## config.mk

```make
export PLATFORM = sky130hd
export DESIGN_NAME = utf8_validating_escaper_unit_flat
export DESIGN_NICKNAME = d
export VERILOG_FILES = /design/src/rtl/uve_pkg.sv /design/src/rtl/uve_in_if.sv /design/src/rtl/uve_out_if.sv /design/src/rtl/uve_ctrl.sv /design/src/rtl/uve_datapath.sv /design/src/rtl/utf8_validating_escaper_unit.sv /design/src/flat_wrapper.sv
export SDC_FILE = /design/constraint.sdc
export NUM_CORES = 1
export LEC_CHECK = 0
export BUFFER_PORTS_ARGS = -buffer_cell sky130_fd_sc_hd__buf_2
export CORE_MARGIN = 3
export CORE_UTILIZATION = 50
export CTS_CLUSTER_SIZE = 30
export DETAILED_ROUTE_END_ITERATION = 10
export PLACE_DENSITY_LB_ADDON = 0.08
export SLEW_MARGIN = 20
export SYNTH_ARGS = -nofsm -noshare
export SYNTH_HDL_FRONTEND = slang
export SYNTH_SLANG_ARGS = --single-unit
export TNS_END_PERCENT = 50
```

## constraint.sdc

```tcl
create_clock -name clk -period 9.9 [get_ports clk]
set_input_delay 1.98 -clock clk [delete_from_list [all_inputs] [get_ports clk]]
set_output_delay 1.98 -clock clk [all_outputs]
set_load 0.05 [all_outputs]
```

## src/rtl/uve_pkg.sv

```systemverilog
// shared types and constants of the utf-8 validating escaper
`default_nettype none

package uve_pkg;

    typedef enum logic [1:0] {
        ST_IDLE,
        ST_DECODE,
        ST_EMIT,
        ST_FLUSH
    } uve_state_t;

    typedef enum logic [2:0] {
        TOK_PLAIN,
        TOK_ESC2,
        TOK_HEX_X,
        TOK_UNI_U,
        TOK_UNI_4
    } uve_tok_t;

    typedef struct packed {
        logic load;
        logic latch;
        logic emit;
        logic flush;
        logic commit;
    } uve_cmd_t;

    typedef struct packed {
        logic at_end;
        logic tok_last;
        logic held_valid;
        logic out_free;
    } uve_stat_t;

    localparam logic [6:0] CH_BSLASH = 7'h5c;
    localparam logic [6:0] CH_QUOTE  = 7'h22;
    localparam logic [6:0] CH_LC_T   = 7'h74;
    localparam logic [6:0] CH_LC_N   = 7'h6e;
    localparam logic [6:0] CH_LC_R   = 7'h72;
    localparam logic [6:0] CH_LC_X   = 7'h78;
    localparam logic [6:0] CH_LC_U   = 7'h75;
    localparam logic [6:0] CH_UC_U   = 7'h55;
    localparam logic [6:0] CH_ZERO   = 7'h30;

    localparam logic [3:0] LEN_PLAIN = 4'd1;
    localparam logic [3:0] LEN_ESC2  = 4'd2;
    localparam logic [3:0] LEN_HEX_X = 4'd4;
    localparam logic [3:0] LEN_UNI_U = 4'd6;
    localparam logic [3:0] LEN_UNI_4 = 4'd10;

endpackage

`default_nettype wire

```

## src/rtl/uve_in_if.sv

```systemverilog
// raw byte channel of the escaper
`default_nettype none

interface uve_in_if;
    logic       valid;
    logic       ready;
    logic [7:0] in_byte;
    logic       end_of_string;

    modport source (output valid, output in_byte, output end_of_string, input ready);
    modport sink (input valid, input in_byte, input end_of_string, output ready);
endinterface

`default_nettype wire

```

## src/rtl/uve_out_if.sv

```systemverilog
// escaped text channel of the escaper
`default_nettype none

interface uve_out_if;
    logic       valid;
    logic       ready;
    logic [6:0] out_byte;
    logic       last_of_run;

    modport source (output valid, output out_byte, output last_of_run, input ready);
    modport sink (input valid, input out_byte, input last_of_run, output ready);
endinterface

`default_nettype wire

```

## src/rtl/uve_ctrl.sv

```systemverilog
// sequencing state machine of the escaper
`default_nettype none

module uve_ctrl
    import uve_pkg::*;
(
    input  wire        clk,
    input  wire        rst_n,
    input  wire        in_valid,
    output logic       in_ready,
    input  uve_stat_t  stat,
    output uve_cmd_t   cmd
);

    uve_state_t state_reg;
    uve_state_t state_next;
    logic       go;

    assign go = !stat.held_valid || stat.out_free;

    always_ff @(posedge clk or negedge rst_n)
    begin
        if (!rst_n)
        begin
            state_reg <= ST_IDLE;
        end
        else
        begin
            state_reg <= state_next;
        end
    end

    always_comb
    begin
        state_next = state_reg;
        unique case (state_reg)
            ST_IDLE:
            begin
                if (in_valid)
                begin
                    state_next = ST_DECODE;
                end
            end
            ST_DECODE:
            begin
                if (!stat.at_end)
                begin
                    state_next = ST_EMIT;
                end
                else if (stat.held_valid)
                begin
                    state_next = ST_FLUSH;
                end
                else
                begin
                    state_next = ST_IDLE;
                end
            end
            ST_EMIT:
            begin
                if (go && stat.tok_last)
                begin
                    state_next = ST_DECODE;
                end
            end
            ST_FLUSH:
            begin
                if (stat.out_free)
                begin
                    state_next = ST_IDLE;
                end
            end
            default:
            begin
                state_next = ST_IDLE;
            end
        endcase
    end

    always_comb
    begin
        in_ready   = 1'b0;
        cmd        = '0;
        unique case (state_reg)
            ST_IDLE:
            begin
                in_ready = 1'b1;
                cmd.load = in_valid;
            end
            ST_DECODE:
            begin
                cmd.latch  = !stat.at_end;
                cmd.commit = stat.at_end && !stat.held_valid;
            end
            ST_EMIT:
            begin
                cmd.emit = go;
            end
            ST_FLUSH:
            begin
                cmd.flush  = stat.out_free;
                cmd.commit = stat.out_free;
            end
            default:
            begin
                in_ready = 1'b0;
            end
        endcase
    end

endmodule

`default_nettype wire

```

## src/rtl/uve_datapath.sv

```systemverilog
// byte queue, sequence decoder, character generator and output register
`default_nettype none

module uve_datapath
    import uve_pkg::*;
(
    input  wire        clk,
    input  wire        rst_n,
    input  uve_cmd_t   cmd,
    output uve_stat_t  stat,
    input  wire [7:0]  in_byte,
    input  wire        end_of_string,
    output logic       out_valid,
    input  wire        out_ready,
    output logic [6:0] out_byte,
    output logic       last_of_run
);

    logic [7:0]  q_reg [4];
    logic [1:0]  pend_cnt_reg;
    logic [2:0]  n_reg;
    logic [2:0]  pos_reg;
    logic        final_reg;

    uve_tok_t    tok_kind_reg;
    logic [23:0] tok_val_reg;
    logic [3:0]  tok_len_reg;
    logic [3:0]  tok_idx_reg;

    logic [6:0]  held_reg;
    logic        held_valid_reg;

    logic        out_valid_reg;
    logic [6:0]  out_byte_reg;
    logic        out_last_reg;

    // decode at the current position
    logic [7:0]  c;
    logic [7:0]  b1;
    logic [7:0]  b2;
    logic [7:0]  b3;
    logic [2:0]  avail;
    logic [2:0]  need;
    logic        conts_ok;
    logic [10:0] v2;
    logic [15:0] v3;
    logic [20:0] v4;
    logic        hold_rest;
    uve_tok_t    d_kind;
    logic [23:0] d_val;
    logic [3:0]  d_len;
    logic [2:0]  d_adv;

    logic [3:0]  nib_sel;
    logic [3:0]  nib;
    logic [6:0]  ch;
    logic        out_free;

    function automatic logic [6:0] hex_char(input logic [3:0] d);
        if (d < 4'd10)
        begin
            return CH_ZERO + {3'd0, d};
        end
        return 7'h57 + {3'd0, d};
    endfunction

    always_comb
    begin
        c     = q_reg[pos_reg[1:0]];
        b1    = q_reg[2'(pos_reg + 3'd1)];
        b2    = q_reg[2'(pos_reg + 3'd2)];
        b3    = q_reg[2'(pos_reg + 3'd3)];
        avail = n_reg - pos_reg;

        if ((c & 8'he0) == 8'hc0)
        begin
            need = 3'd2;
        end
        else if ((c & 8'hf0) == 8'he0)
        begin
            need = 3'd3;
        end
        else if ((c & 8'hf8) == 8'hf0)
        begin
            need = 3'd4;
        end
        else
        begin
            need = 3'd1;
        end

        conts_ok = (b1[7:6] == 2'b10)
                && ((need < 3'd3) || (b2[7:6] == 2'b10))
                && ((need < 3'd4) || (b3[7:6] == 2'b10));
        v2 = {c[4:0], b1[5:0]};
        v3 = {c[3:0], b1[5:0], b2[5:0]};
        v4 = {c[2:0], b1[5:0], b2[5:0], b3[5:0]};

        hold_rest = 1'b0;
        d_kind    = TOK_HEX_X;
        d_val     = {16'd0, c};
        d_len     = LEN_HEX_X;
        d_adv     = 3'd1;

        if (!c[7])
        begin
            unique case (c)
                8'h09:
                begin
                    d_kind = TOK_ESC2;
                    d_val  = {17'd0, CH_LC_T};
                    d_len  = LEN_ESC2;
                end
                8'h0a:
                begin
                    d_kind = TOK_ESC2;
                    d_val  = {17'd0, CH_LC_N};
                    d_len  = LEN_ESC2;
                end
                8'h0d:
                begin
                    d_kind = TOK_ESC2;
                    d_val  = {17'd0, CH_LC_R};
                    d_len  = LEN_ESC2;
                end
                8'h22:
                begin
                    d_kind = TOK_ESC2;
                    d_val  = {17'd0, CH_QUOTE};
                    d_len  = LEN_ESC2;
                end
                8'h5c:
                begin
                    d_kind = TOK_ESC2;
                    d_val  = {17'd0, CH_BSLASH};
                    d_len  = LEN_ESC2;
                end
                default:
                begin
                    if (c >= 8'h20 && c != 8'h7f)
                    begin
                        d_kind = TOK_PLAIN;
                        d_len  = LEN_PLAIN;
                    end
                end
            endcase
        end
        else if (need == 3'd1)
        begin
            d_kind = TOK_HEX_X;
        end
        else if (avail < need)
        begin
            hold_rest = !final_reg;
        end
        else if (conts_ok)
        begin
            if (need == 3'd2 && v2 >= 11'h080)
            begin
                d_kind = TOK_UNI_U;
                d_val  = {13'd0, v2};
                d_len  = LEN_UNI_U;
                d_adv  = 3'd2;
            end
            else if (need == 3'd3 && v3 >= 16'h0800 && !(v3 >= 16'hd800 && v3 < 16'he000))
            begin
                d_kind = TOK_UNI_U;
                d_val  = {8'd0, v3};
                d_len  = LEN_UNI_U;
                d_adv  = 3'd3;
            end
            else if (need == 3'd4 && v4 >= 21'h010000 && v4 < 21'h110000)
            begin
                d_kind = TOK_UNI_4;
                d_val  = {3'd0, v4};
                d_len  = LEN_UNI_4;
                d_adv  = 3'd4;
            end
        end
    end

    // character at the current index of the latched token
    always_comb
    begin
        nib_sel = tok_len_reg - 4'd1 - tok_idx_reg;
        case (nib_sel[2:0])
            3'd0:    nib = tok_val_reg[3:0];
            3'd1:    nib = tok_val_reg[7:4];
            3'd2:    nib = tok_val_reg[11:8];
            3'd3:    nib = tok_val_reg[15:12];
            3'd4:    nib = tok_val_reg[19:16];
            default: nib = tok_val_reg[23:20];
        endcase

        ch = hex_char(nib);
        unique case (tok_kind_reg)
            TOK_PLAIN:
            begin
                ch = tok_val_reg[6:0];
            end
            TOK_ESC2:
            begin
                ch = (tok_idx_reg == 4'd0) ? CH_BSLASH : tok_val_reg[6:0];
            end
            TOK_HEX_X:
            begin
                if (tok_idx_reg == 4'd0)
                begin
                    ch = CH_BSLASH;
                end
                else if (tok_idx_reg == 4'd1)
                begin
                    ch = CH_LC_X;
                end
            end
            TOK_UNI_U:
            begin
                if (tok_idx_reg == 4'd0)
                begin
                    ch = CH_BSLASH;
                end
                else if (tok_idx_reg == 4'd1)
                begin
                    ch = CH_LC_U;
                end
            end
            TOK_UNI_4:
            begin
                if (tok_idx_reg == 4'd0)
                begin
                    ch = CH_BSLASH;
                end
                else if (tok_idx_reg == 4'd1)
                begin
                    ch = CH_UC_U;
                end
                else if (tok_idx_reg < 4'd4)
                begin
                    ch = CH_ZERO;
                end
            end
            default:
            begin
                ch = CH_BSLASH;
            end
        endcase
    end

    assign out_free = !out_valid_reg || out_ready;

    assign stat.at_end     = (pos_reg == n_reg) || hold_rest;
    assign stat.tok_last   = (tok_idx_reg == tok_len_reg - 4'd1);
    assign stat.held_valid = held_valid_reg;
    assign stat.out_free   = out_free;

    // byte queue, payload only
    always_ff @(posedge clk)
    begin
        if (cmd.load)
        begin
            q_reg[pend_cnt_reg] <= in_byte;
        end
        else if (cmd.commit)
        begin
            for (int i = 0; i < 3; i++)
            begin
                if (3'(pos_reg + 3'(i)) < 3'd4)
                begin
                    q_reg[i] <= q_reg[2'(pos_reg + 3'(i))];
                end
            end
        end
    end

    always_ff @(posedge clk or negedge rst_n)
    begin
        if (!rst_n)
        begin
            pend_cnt_reg <= 2'd0;
            n_reg        <= 3'd0;
            pos_reg      <= 3'd0;
            final_reg    <= 1'b0;
        end
        else
        begin
            if (cmd.load)
            begin
                n_reg     <= {1'b0, pend_cnt_reg} + 3'd1;
                pos_reg   <= 3'd0;
                final_reg <= end_of_string;
            end
            else if (cmd.latch)
            begin
                pos_reg <= pos_reg + d_adv;
            end
            if (cmd.commit)
            begin
                pend_cnt_reg <= 2'(n_reg - pos_reg);
            end
        end
    end

    always_ff @(posedge clk or negedge rst_n)
    begin
        if (!rst_n)
        begin
            tok_kind_reg <= TOK_PLAIN;
            tok_len_reg  <= 4'd0;
            tok_idx_reg  <= 4'd0;
        end
        else if (cmd.latch)
        begin
            tok_kind_reg <= d_kind;
            tok_len_reg  <= d_len;
            tok_idx_reg  <= 4'd0;
        end
        else if (cmd.emit)
        begin
            tok_idx_reg <= tok_idx_reg + 4'd1;
        end
    end

    always_ff @(posedge clk)
    begin
        if (cmd.latch)
        begin
            tok_val_reg <= d_val;
        end
    end

    // one character held back until it is known whether it ends the run
    always_ff @(posedge clk or negedge rst_n)
    begin
        if (!rst_n)
        begin
            held_valid_reg <= 1'b0;
        end
        else if (cmd.emit)
        begin
            held_valid_reg <= 1'b1;
        end
        else if (cmd.flush)
        begin
            held_valid_reg <= 1'b0;
        end
    end

    always_ff @(posedge clk)
    begin
        if (cmd.emit)
        begin
            held_reg <= ch;
        end
    end

    always_ff @(posedge clk or negedge rst_n)
    begin
        if (!rst_n)
        begin
            out_valid_reg <= 1'b0;
        end
        else if ((cmd.emit && held_valid_reg) || cmd.flush)
        begin
            out_valid_reg <= 1'b1;
        end
        else if (out_ready)
        begin
            out_valid_reg <= 1'b0;
        end
    end

    always_ff @(posedge clk)
    begin
        if ((cmd.emit && held_valid_reg) || cmd.flush)
        begin
            out_byte_reg <= held_reg;
            out_last_reg <= cmd.flush;
        end
    end

    assign out_valid   = out_valid_reg;
    assign out_byte    = out_byte_reg;
    assign last_of_run = out_last_reg;

`ifndef SYNTHESIS
    assert property (@(posedge clk) disable iff (!rst_n) pos_reg <= n_reg)
        else $error("queue position beyond byte count");
    assert property (@(posedge clk) disable iff (!rst_n) cmd.emit |-> tok_idx_reg < tok_len_reg)
        else $error("character index beyond token length");
    assert property (@(posedge clk) disable iff (!rst_n) cmd.flush |-> held_valid_reg)
        else $error("flush without a held character");
    assert property (@(posedge clk) disable iff (!rst_n) cmd.load |-> !held_valid_reg)
        else $error("held character left over from previous beat");
    assert property (@(posedge clk) disable iff (!rst_n)
        (cmd.emit && held_valid_reg) || cmd.flush |-> out_free)
        else $error("output register overwritten");
`endif

endmodule

`default_nettype wire

```

## src/rtl/utf8_validating_escaper_unit.sv

```systemverilog
// top level of the utf-8 validating escaper
`default_nettype none

// Takes a byte string one beat per byte on raw, with end_of_string on the final
// byte, and emits escaped ascii text one character per beat on text; last_of_run
// marks the final character caused by an input beat. Bytes of an unfinished
// multi-byte sequence are held until it completes or the string ends. One byte
// is handled at a time: a beat is taken only when the previous one is fully
// resolved. For each input beat the byte is loaded, then each token it resolves (a
// character, an escape or a whole scalar) is decoded and its output characters
// (1, 2, 4, 6 or 10) are generated one per cycle while the text side does not
// stall, and the last held character is flushed; a byte that is only held gives
// no output. The sequencer runs decode and character generation through one shared
// decoder and one character-per-cycle generator.
module utf8_validating_escaper_unit
    import uve_pkg::*;
(
    input  wire       clk,
    input  wire       rst_n,
    uve_in_if.sink    raw,
    uve_out_if.source text
);

    uve_cmd_t  cmd;
    uve_stat_t stat;

    uve_ctrl u_ctrl (
        .clk      (clk),
        .rst_n    (rst_n),
        .in_valid (raw.valid),
        .in_ready (raw.ready),
        .stat     (stat),
        .cmd      (cmd)
    );

    uve_datapath u_datapath (
        .clk           (clk),
        .rst_n         (rst_n),
        .cmd           (cmd),
        .stat          (stat),
        .in_byte       (raw.in_byte),
        .end_of_string (raw.end_of_string),
        .out_valid     (text.valid),
        .out_ready     (text.ready),
        .out_byte      (text.out_byte),
        .last_of_run   (text.last_of_run)
    );

endmodule

`default_nettype wire

```

## src/flat_wrapper.sv

```systemverilog
// flat-port wrapper written by rule: the top's interface ports become plain ports
module utf8_validating_escaper_unit_flat import uve_pkg::*;
  (clk, rst_n, raw_valid, raw_in_byte, raw_end_of_string, raw_ready, text_valid, text_out_byte, text_last_of_run, text_ready);
  uve_in_if raw_i ();
  uve_out_if text_i ();
  input  wire clk;
  input  wire rst_n;
  input wire logic [$bits(raw_i.valid)-1:0] raw_valid;
  input wire logic [$bits(raw_i.in_byte)-1:0] raw_in_byte;
  input wire logic [$bits(raw_i.end_of_string)-1:0] raw_end_of_string;
  output wire logic [$bits(raw_i.ready)-1:0] raw_ready;
  output wire logic [$bits(text_i.valid)-1:0] text_valid;
  output wire logic [$bits(text_i.out_byte)-1:0] text_out_byte;
  output wire logic [$bits(text_i.last_of_run)-1:0] text_last_of_run;
  input wire logic [$bits(text_i.ready)-1:0] text_ready;
  assign raw_i.valid = raw_valid;
  assign raw_i.in_byte = raw_in_byte;
  assign raw_i.end_of_string = raw_end_of_string;
  assign raw_ready = raw_i.ready;
  assign text_valid = text_i.valid;
  assign text_out_byte = text_i.out_byte;
  assign text_last_of_run = text_i.last_of_run;
  assign text_i.ready = text_ready;
  utf8_validating_escaper_unit u_core (.clk(clk), .rst_n(rst_n), .raw(raw_i), .text(text_i));
endmodule
```

# After elaboration in Yosys (flattened, before gate mapping)
# Memories as Yosys holds them, arrays and structs flattened.
# Cells that the tools add are included.
# totals
ff_bits,63
ramBits,32
in_bits,13
output_inout_bits,10
word_cells,197
memories,1
# mem_list
memory,words,word_bits,read_ports,rd_ports_with_merged_regs,write_ports,line_no,source
u_core.u_datapath.q_reg,4,8,4,0,3,uve_datapath.sv:19,logic [7:0] q_reg [4];
# op_classes
add_sub_neg,11
n_lt_le_gt_ge,15
n_eq_ne,33
n_mux,89
n_reduce_logical,34
# ops
operator,n
two-way mux 21 bit,6
two-way mux 7 bit,10
one-hot mux 7 bit (5 select lines),2
two-way mux 3 bit,21
two-way mux 4 bit,9
two-way mux 1 bit,28
equality test 8 x 4 -> 1 bit (second input constant),3
two-way mux 24 bit,1
greater-or-equal comparator 21 x 17 -> 1 bit (second input constant),1
< comparator 21 bit (second input constant),1
one-hot mux 4 bit (5 select lines),1
equality test 3 x 2 -> 1 bit (second input constant),6
greater-or-equal comparator 16 x 12 -> 1 bit (second input constant),1
greater-or-equal comparator 16 bit (second input constant),1
< comparator 16 bit (second input constant),1
two-way mux 2 bit,8
equality test 3 bit (second input constant),4
logical AND 1 bit,12
< comparator 3 bit (second input constant),4
greater-or-equal comparator 11 x 8 -> 1 bit (second input constant),1
equality test 2 bit (second input constant),5
equality test 3 x 1 -> 1 bit (second input constant),3
equality test 8 x 6 -> 1 bit (second input constant),1
equality test 8 x 7 -> 1 bit (second input constant),1
other kinds (35),51

# Depth between registers and ports, before layout
# Gate-level depths: netlist (run 1).
# An unclocked memory read counts as a cell.
# logic_depth
word_depth,18
depth_mapped,18
depth_no_buf,17

# Modules after synthesis
# From an unflattened synthesis (run 1), not the netlist that was laid out.
# hier_totals
hier_cells,574
hier_area_um2,6262.3
# modules_own_cells
module,instances,cells_per_inst,area_each_um2,seq_area_each_um2
uve_datapath,1,549,6075.8,2542.4
uve_ctrl,1,25,186.4,50.0

# Worst setup path after synthesis (run 1)
# No wires, ideal clock.
# synth_path
path_kind,register -> register
start,reg u_core.u_datapath.pos_reg[0]
end,reg u_core.u_datapath.pos_reg[2]
setup_time_ps,95
t_arrival_ps,3894
t_required_ps,9805
slack_ps,5910
path_stages_with_launch,15
n_path_buf,1
period_less_slack_ps,3990
cell_sequence,dfrtp_1 > buf_6 > mux4_2 > nand2_1 > or3_1 > ha_1 > nand2_1 > a211oi_4 > nor2_1 > nor2_1 > o21ai_0 > fa_1 > o31ai_1 > or4b_1 > o31ai_1
# synth_via
elab_chain_cells,18
word_cells_on_any_way,56
cone_classes,add/sub (5); order compare (9); eq/ne (11); mux (16); reduce/logical (14); memory (1)
# synth_lines
element,line_no,source
from (decl),uve_datapath.sv:22,logic [2:0] pos_reg;
from (signal assigned),uve_datapath.sv:294,pos_reg <= pos_reg + d_adv;
branches (longest 18 deep; another with greater-or-equal comparator 21 x 17 -> 1 bit),--,
# Several ways; the timed one is not identified. The select of a mux whose other input is x is not followed.
# A chain may end at the register's enable or synchronous reset.

# Worst setup path in the final report (run 1)
# Same ends and word-level chain as after synthesis.

==> results of run 1 <==
-- layer usage --
metal | vias up | GRT usage [%] | share of wire (%)
met2 | 168 | 33.4 | 49
met3 | 27 | 4.01 | 5.2
met5 | - | 0 | 0
met4 | 0 | 7.95 | 2.6
met1 | 2214 | 29.2 | 44
li1 | 2083 | - | -
-- layout by cell type, fill, tap and decap left out, types with 17 or more instances in the layout --
master,count
sky130_fd_sc_hd__mux4_2,30
sky130_fd_sc_hd__o21ai_0,22
sky130_fd_sc_hd__dfrtp_1,21
sky130_fd_sc_hd__nand2_1,44
sky130_fd_sc_hd__inv_1,21
sky130_fd_sc_hd__mux2_2,27
sky130_fd_sc_hd__nor2_1,33
sky130_fd_sc_hd__edfxtp_1,68
sky130_fd_sc_hd__a21oi_1,24
sky130_fd_sc_hd__ha_1,17
sky130_fd_sc_hd__buf_2,22
-- Yosys cell counts, drive strengths merged, types with 10 or more instances --
library cell	count
a21oi	25
nand3	10
xnor2	11
inv	22
nor2	36
buf	14
mux4	30
nand2b	10
mux2i	10
o21ai	23
edfxtp	68
nand2	44
dfrtp	22
clkbuf	25
mux2	27
ha	17
-- worst max-delay path: stages (launching register included) --
cell and delay, ns:
sky130_fd_sc_hd__dfrtp_2 0.34, sky130_fd_sc_hd__buf_4 0.46, sky130_fd_sc_hd__mux4_2 0.53, sky130_fd_sc_hd__nand2_1 0.27
sky130_fd_sc_hd__or3_1 0.49, sky130_fd_sc_hd__ha_1 0.32, sky130_fd_sc_hd__nand2_1 0.08, sky130_fd_sc_hd__a211oi_4 0.27
sky130_fd_sc_hd__nor2_1 0.16, sky130_fd_sc_hd__nor2_1 0.36, sky130_fd_sc_hd__o21ai_0 0.33, sky130_fd_sc_hd__fa_1 0.54
sky130_fd_sc_hd__o31ai_1 0.08, sky130_fd_sc_hd__or4b_1 0.45, sky130_fd_sc_hd__o31ai_1 0.07
-- path summary, 6_finish.rpt --
| check | endpoint |
|---|---|
| worst min-delay path | u_core.u_datapath.out_byte[5] |
| worst max register to register | u_core.u_datapath.pos_reg[2] |
| worst max-delay path | u_core.u_datapath.pos_reg[2] |
| min in group asynchronous | u_core.u_datapath.final_reg |
| max in group asynchronous | u_core.u_datapath.pos_reg[0] |
| worst min register to register | u_core.u_datapath.out_byte[5] |
-- area by class of cell --
cell class	count	area, um^2	area share [%]
Multi-Input combinational cell	392	3310	50.2
Sequential cell	90	2590	39.4
Clock buffer	9	225	3.42
Tap cell	143	179	2.72
Timing Repair Buffer	25	133	2.01
Inverter	22	82.6	1.25
Clock inverter	7	66.3	1.01
-- through the flow --
step / area (um^2) / utilization, % / hold WS, ns
after floorplan: 6150 / - / 0.400
after global placement: 6290 / 53.7 / 0.404
after detailed placement: 6290 / 53.7 / 0.405
after CTS: 6580 / 56.2 / 0.422
after global routing: 6590 / 56.2 / 0.434
final: 6590 / 56.2 / 0.420
-- logic make-up after synthesis --
| group | after synthesis | share of synthesized area [%] |
|---|---|---|
| adder cells (fa/ha/maj) | 20 | 4.44 |
| AO/OA/AOI/OAI | 120 | 14.0 |
| multiplexers | 67 | 17.6 |
| flip-flops | 90 | 42.2 |
| AND/OR/NAND/NOR | 167 | 15.0 |
| buffers and inverters | 61 | 4.13 |
| XOR/XNOR | 18 | 2.69 |
==> run metrics, run 1 <==
status finished, final reports clean; sum of overflow across all layers after global routing 0; number of distinct standard cells referenced by the synthesized netlist 72; die height 117 um; startpoint type of the worst setup path flip-flop; Post CTS Setup Buffer Count 0; CTS Root Cell sky130_fd_sc_hd__clkbuf_16; number of gates resized after CTS 0; Slew Limit Fails 0; share of final-layout standard cells stronger than drive strength 1 20.6%; routed via count divided by cell count 6.53; total inserted antenna cells 0; estimated wirelength of the detail-placed design 9950 um; EDFF count, synth 68; Tightest Hold Check Type flip-flop to flip-flop; detailed-route wire length per cell 19.8 um; RSZ-0062 raised after global routing no; first element of the critical path u_core.u_datapath.pos_reg[0]; final setup vio count 0; Setup Skew 0.00752 ns; actual transition at the worst max-transition pin 0.925 ns; vias after detailed routing 4,492; Maximum Capacitance Violations 0; depth of the worst register-to-register path 14; sequential share of the synthesized area 42.2%; clk slew on worst S/H paths 0.07 ns; clock tree sinks 90; number of hold-slack violations in the final timing report 0; GR Util All Layers 21.1%; Die Width 117 um; CTS Buffer Depth 2; Total Die Area 13,700 um^2; number of levels in the clock H-tree 3; number of buffers added by the clock tree synthesis step 9; commonest register cell after synthesis sky130_fd_sc_hd__edfxtp_1; critical path endpoint category flip-flop; CP max FO 38; max FFs per register 32; setup slack of the worst register-to-register path 5.03 ns; TritonCTS clock tree done; global placer's final weighted congestion 0.942; library cell occupying the most area in the post-synthesis netlist sky130_fd_sc_hd__edfxtp_1; hold buffer count at cts 0; Relative slew margins 38.2%; min Tclk post-route 4.87 ns; number of placed instances, taps included 672; Tcrit/Tclk final 49.2%; maximum frequency from static timing analysis 205 MHz; final non-filler cell total 688; Floorplan Core Area 11,700 um^2; Mapped Area 6150 um^2; post-synthesis average cell area 11.3 um^2; vias in the first global route 4,142; count of input and output buffers 22; arrival time at the worst endpoint 5.13 ns; Cells after Synth 543; total length of routed wires 13,600 um; net count after synthesis 576; starting density of the core 52.5%; beginning of the worst hold path u_core.u_datapath.held_reg[5]; I/O pin count 23; post-detailed-route DRC marker count 0; Clock Latency Late Sink 0.35 ns; Hold Path Cell Cnt 0; first-pass iteration count of the detailed router 6; P&R area growth vs syn 7.12%; Final Worst Setup Slack 5.03 ns; pre-CTS WS 5.06 ns; largest net degree at the start of global routing 39; Filler cells 1,007; Routed Antenna Nets 0; share of the synthesized area in the top cell type 33.2%; Rows 39; dominant cells by area after synthesis sky130_fd_sc_hd__edfxtp_1 33%, sky130_fd_sc_hd__mux4_2 11%, sky130_fd_sc_hd__dfrtp_1 9.0%, sky130_fd_sc_hd__mux2_2 4.9%, sky130_fd_sc_hd__ha_1 3.5%; synthesized flop and latch total 90; Starting DRT DRC Count 423; data required time of the critical path 10.16 ns; launch instance of the worst register-to-register path u_core.u_datapath.pos_reg[0]; net count reported at finish 573; sum of negative setup slack 0 ns; initial antenna violation count 0; wire length of the first global-routing pass 22,100 um; post-synthesis async set-or-reset flop share 24.4%; startpoint-to-endpoint class of the critical path flip-flop to flip-flop; Yosys warning count 0
Power of run 1 is left out: the tool's default activity adds up to more than one toggle a clock period on the data nets, which glitch-free logic cannot reach.
==> inputs of run 2 (changes only) <==
==> constraint.sdc (replaced) <==
create_clock -name clk -period 4.6 [get_ports clk]
set_input_delay 0.92 -clock clk [delete_from_list [all_inputs] [get_ports clk]]
set_output_delay 0.92 -clock clk [all_outputs]
set_load 0.05 [all_outputs]
==> run 2 against run 1 <==
- routed wire length up 2.5%
- maximum frequency up 22%
- register-to-register slack worse by 4.4 ns
- sequential share of layout area down 0.55 points
- setup slack worse by 4.4 ns
- core utilization up 0.79 points
- hold slack better by 0.0017 ns
==> run metrics, run 2 (synthesis results as in run 1) <==
status finished, final reports clean; share of final-layout standard cells stronger than drive strength 1 22.2%; beginning of the worst hold path u_core.u_datapath.held_reg[5]; Relative slew margins 44.8%; wire length of the first global-routing pass 22,400 um; Rows 39; Hold Path Cell Cnt 0; Post CTS Setup Buffer Count 0; maximum frequency from static timing analysis 250 MHz; data required time of the critical path 4.86 ns; CP Depth 13; post-detailed-route DRC marker count 0; Floorplan Core Area 11,700 um^2; clk slew on worst S/H paths 0.07 ns; count of input and output buffers 22; number of levels in the clock H-tree 3; final cell utilization of the core 57.0%; total inserted antenna cells 0; startpoint type of the worst setup path flip-flop; sum of negative setup slack 0 ns; first-pass iteration count of the detailed router 5; RSZ-0062 raised after global routing no; routed via count divided by cell count 6.39; Tcrit/Tclk final 87.0%; vias after detailed routing 4,478; starting density of the core 52.5%; depth of the worst register-to-register path 13; Largest stage delay, worst path 0.62 ns; most frequent cells in the layout 68 x sky130_fd_sc_hd__edfxtp_1, 44 x sky130_fd_sc_hd__nand2_1, 33 x sky130_fd_sc_hd__nor2_1; largest net degree at the start of global routing 27; Die Width 117 um; number of buffers added by the clock tree synthesis step 9; I/O pin count 23; Total Die Area 13,700 um^2; arrival time at the worst endpoint 4.26 ns; net count reported at finish 586; Slew Limit Fails 0; detailed-route wire length per cell 19.9 um; clock tree sinks 90; Seq. cell area 2590 um^2; min Tclk post-route 4.00 ns; GR Util All Layers 21.6%; launch instance of the worst register-to-register path u_core.u_datapath.pos_reg[0]; number of hold-slack violations in the final timing report 0; kind of cell with the highest combined delay on the critical path simple AND/OR/NAND/NOR gates; die height 117 um; cell breakdown of the critical path mux4_2 -> or3_1 -> ha_1 -> nand2_1 -> a211oi_4 -> nor2_1 -> nor2_1 -> buf_4 -> o21ai_0 -> fa_1 -> o31ai_1 -> or4b_1 -> o31ai_1; actual transition at the worst max-transition pin 0.822 ns; number of gates resized after CTS 0; initial antenna violation count 0; CTS Root Cell sky130_fd_sc_hd__clkbuf_16; max FFs per register 32; Starting DRT DRC Count 418; vias in the first global route 4,276; Routed Antenna Nets 0; hold buffer count at cts 0; Tightest Hold Check Type flip-flop to flip-flop; Setup Skew 0.0121 ns; CP max FO 18; Clock Latency Late Sink 0.35 ns; startpoint-to-endpoint class of the critical path flip-flop to flip-flop; sum of overflow across all layers after global routing 0; CTS Buffer Depth 2; critical path's slowest cell sky130_fd_sc_hd__dfrtp_2; global placer's final weighted congestion 0.911; Maximum Capacitance Violations 0; total length of routed wires 14,000 um; final setup vio count 0; leading cell type in the layout, fill and taps excluded sky130_fd_sc_hd__edfxtp_1; area of the multi-input gates 3300 um^2; Filler cells 1,001; estimated wirelength of the detail-placed design 10,300 um; critical path endpoint category flip-flop; TritonCTS clock tree done; CP bufs+invs 1; first element of the critical path u_core.u_datapath.pos_reg[0]; P&R area growth vs syn 8.63%
run 2: cell count changes in the layout (fill, tap and decap cells not counted), sizes merged:
cell	before	now
buf	25	38
run 2: area by class of cell:
| class | count | share of cell area, % |
|---|---|---|
| Clock buffer | 9 | 3.37 |
| Clock inverter | 7 | 0.993 |
| Inverter | 22 | 1.24 |
| Multi-Input combinational cell | 392 | 49.4 |
| Sequential cell | 90 | 38.8 |
| Tap cell | 143 | 2.68 |
| Timing Repair Buffer | 38 | 3.45 |
run 2: metrics by stage:
stage	cell area, um^2	instances	hold slack (ns)	setup slack [ns]
final	6680	701	0.422	0.600
after global routing	6680	701	0.431	0.290
after CTS	6680	701	0.423	0.553
after detailed placement	6390	685	0.405	0.557
after global placement	6390	685	0.402	0.670
after floorplan	6150	543	0.400	0.610
run 2: path summary, 6_finish.rpt:
| path | slack, ns | to |
|---|---|---|
| worst max-delay path | 0.60 | u_core.u_datapath.pos_reg[2] |
| worst min-delay path | 0.42 | u_core.u_datapath.out_byte[5] |
| worst max register to register | 0.60 | u_core.u_datapath.pos_reg[2] |
| worst min register to register | 0.42 | u_core.u_datapath.out_byte[5] |
| max in group asynchronous | 3.71 | u_core.u_datapath.pos_reg[0] |
| min in group asynchronous | 0.53 | u_core.u_datapath.n_reg[1] |
run 2: per-layer routing:
layer	part of all wire, %	track usage [%]	routed length, um	vias to the layer above
li1	-	-	-	2107
met3	5.1	4.11	715	27
met5	0	0	0	-
met4	1.9	6.57	259	0
met1	44	28.9	6110	2192
met2	49	35.8	6900	152
Power of run 2 is left out for the same reason.
==> inputs of run 3 (changes only) <==
--- a/config.mk
+++ b/config.mk
@@ -6,11 +6,13 @@
 export NUM_CORES = 1
 export LEC_CHECK = 0
 export BUFFER_PORTS_ARGS = -buffer_cell sky130_fd_sc_hd__buf_2
+export CAP_MARGIN = 20
 export CORE_MARGIN = 3
 export CORE_UTILIZATION = 50
 export CTS_CLUSTER_SIZE = 30
 export DETAILED_ROUTE_END_ITERATION = 10
 export PLACE_DENSITY_LB_ADDON = 0.08
+export RECOVER_POWER = 100
 export SLEW_MARGIN = 20
 export SYNTH_ARGS = -nofsm -noshare
 export SYNTH_HDL_FRONTEND = slang
==> run 3 against run 2 <==
- via count decreased by 0.27%
- critical endpoint unchanged
- final area decreased by 0.90%
- sequential share of layout area increased by 0.35 points
- die area unchanged
- global-route usage unchanged
- first-iteration DRC count increased by 0.24%
- critical path depth decreased by 1
- hold slack about the same
- critical path type unchanged
- clock skew about the same
- register-to-register slack got worse by 0.13 ns
- flip-flop and latch count unchanged
- clock-buffer cell count unchanged
==> run metrics, run 3 (synthesis results as in run 1) <==
Tightest Hold Check Type flip-flop to flip-flop; routed via count divided by cell count 6.37; Filler cells 1,015; min Tclk post-route 4.13 ns; most common cell type on the critical path sky130_fd_sc_hd__o31ai_1; global placer's final weighted congestion 0.911; leading cell type in the layout, fill and taps excluded sky130_fd_sc_hd__edfxtp_1; CTS Buffer Depth 2; initial antenna violation count 0; CTS Root Cell sky130_fd_sc_hd__clkbuf_16; number of levels in the clock H-tree 3; most frequent cells in the layout 68 x sky130_fd_sc_hd__edfxtp_1, 44 x sky130_fd_sc_hd__nand2_1, 33 x sky130_fd_sc_hd__nor2_1; Rows 39; startpoint-to-endpoint class of the critical path flip-flop to flip-flop; sum of negative setup slack 0 ns; RSZ-0062 raised after global routing no; net count reported at finish 586; kind of cell with the highest combined delay on the critical path simple AND/OR/NAND/NOR gates; final setup vio count 0; area post-placement 6390 um^2; starting density of the core 52.5%; Starting DRT DRC Count 419; Die Width 117 um; Floorplan Core Area 11,700 um^2; hold buffer count at cts 0; vias in the first global route 4,276; Routed Antenna Nets 0; maximum frequency from static timing analysis 242 MHz; first element of the critical path u_core.u_datapath.pos_reg[1]; beginning of the worst hold path u_core.u_datapath.held_reg[5]; total length of routed wires 14,000 um; Clock Latency Late Sink 0.35 ns; estimated wirelength of the detail-placed design 10,300 um; Final Worst Setup Slack 0.475 ns; startpoint type of the worst setup path flip-flop; total inserted antenna cells 0; clock tree sinks 90; number of placed instances, taps included 685; actual transition at the worst max-transition pin 1.19 ns; arrival time at the worst endpoint 4.39 ns; status finished, final reports clean; cell breakdown of the critical path clkbuf_1 -> mux4_2 -> nor4_2 -> xnor2_1 -> nor2b_1 -> o21ai_0 -> ha_1 -> inv_1 -> fa_1 -> o31ai_1 -> or4b_1 -> o31ai_1; launch instance of the worst register-to-register path u_core.u_datapath.pos_reg[1]; vias after detailed routing 4,466; CP max FO 13; GR Util All Layers 21.6%; final non-filler cell total 701; Total Die Area 13,700 um^2; TritonCTS clock tree done; max FFs per register 32; Tcrit/Tclk final 89.7%; detailed-route wire length per cell 20.0 um; count of input and output buffers 22; Maximum Capacitance Violations 0; P&R area growth vs syn 7.65%; largest net degree at the start of global routing 27; number of buffers added by the clock tree synthesis step 9; sum of overflow across all layers after global routing 0; Largest stage delay, worst path 0.75 ns; data required time of the critical path 4.86 ns; first-pass iteration count of the detailed router 5; share of final-layout standard cells stronger than drive strength 1 17.7%; number of gates resized after CTS 0; I/O pin count 23; CP bufs+invs 2; die height 117 um; pre-CTS WS 0.557 ns; Post CTS Setup Buffer Count 0; critical path's slowest cell sky130_fd_sc_hd__mux4_2; clk slew on worst S/H paths 0.07 ns; Relative slew margins 20.7%; Setup Skew 0.0122 ns; number of hold-slack violations in the final timing report 0; critical path endpoint category flip-flop; wire length of the first global-routing pass 22,400 um; Slew Limit Fails 0; post-detailed-route DRC marker count 0; final non-filler cell area 6620 um^2
-- run 3: cell types whose count changed in the layout (fill, tap and decap cells not counted) --
| cell | change |
|---|---|
| sky130_fd_sc_hd__o21ai_0 | +1 |
| sky130_fd_sc_hd__and2_1 | -6 |
| sky130_fd_sc_hd__or2_0 | +1 |
| sky130_fd_sc_hd__and2_0 | +6 |
| sky130_fd_sc_hd__o31ai_4 | -1 |
| sky130_fd_sc_hd__o31ai_1 | +1 |
| sky130_fd_sc_hd__buf_2 | -19 |
| sky130_fd_sc_hd__buf_4 | -4 |
| sky130_fd_sc_hd__clkbuf_1 | +23 |
| sky130_fd_sc_hd__o21ai_1 | -1 |
| sky130_fd_sc_hd__xnor2_1 | +1 |
| sky130_fd_sc_hd__xnor2_2 | -1 |
| sky130_fd_sc_hd__or2_1 | -1 |
-- run 3: cell type report --
| class | count | area [um^2] | area share, % |
|---|---|---|---|
| multi-input combinational | 392 | 3280 | 49.6 |
| sequential | 90 | 2590 | 39.2 |
| clock buffer | 9 | 225 | 3.40 |
| timing repair buffer | 38 | 191 | 2.89 |
| tap | 143 | 179 | 2.70 |
| inverter | 22 | 82.6 | 1.25 |
| clock inverter | 7 | 66.3 | 1.00 |
-- run 3: worst paths after layout --
path / to / slack, ns / cells after the start
max in group asynchronous: u_core.u_datapath.pos_reg[0] / 3.02 / 1
min in group asynchronous: u_core.u_datapath.n_reg[1] / 0.79 / 1
min reg2reg: u_core.u_datapath.out_byte[5] / 0.42 / 0
max reg2reg: u_core.u_datapath.pos_reg[2] / 0.47 / 12
min: u_core.u_datapath.out_byte[5] / 0.42 / 0
max: u_core.u_datapath.pos_reg[2] / 0.47 / 12
-- run 3: per-layer routing --
| metal | wire (um) | GRT usage, % | up-vias | part of all wire [%] |
|---|---|---|---|---|
| li1 | - | - | 2104 | - |
| met1 | 6160 | 28.9 | 2193 | 44 |
| met2 | 6910 | 35.8 | 146 | 49 |
| met3 | 656 | 4.11 | 23 | 4.7 |
| met4 | 264 | 6.57 | 0 | 1.9 |
| met5 | 0 | 0 | - | 0 |
-- run 3: per-stage QoR --
step / util [%] / hold WS [ns]
floorplan: - / 0.400
global placement: 54.5 / 0.402
detailed placement: 54.5 / 0.405
CTS: 57.0 / 0.423
global route: 56.5 / 0.431
finish: 56.5 / 0.422
Power of run 3 is left out for the same reason.
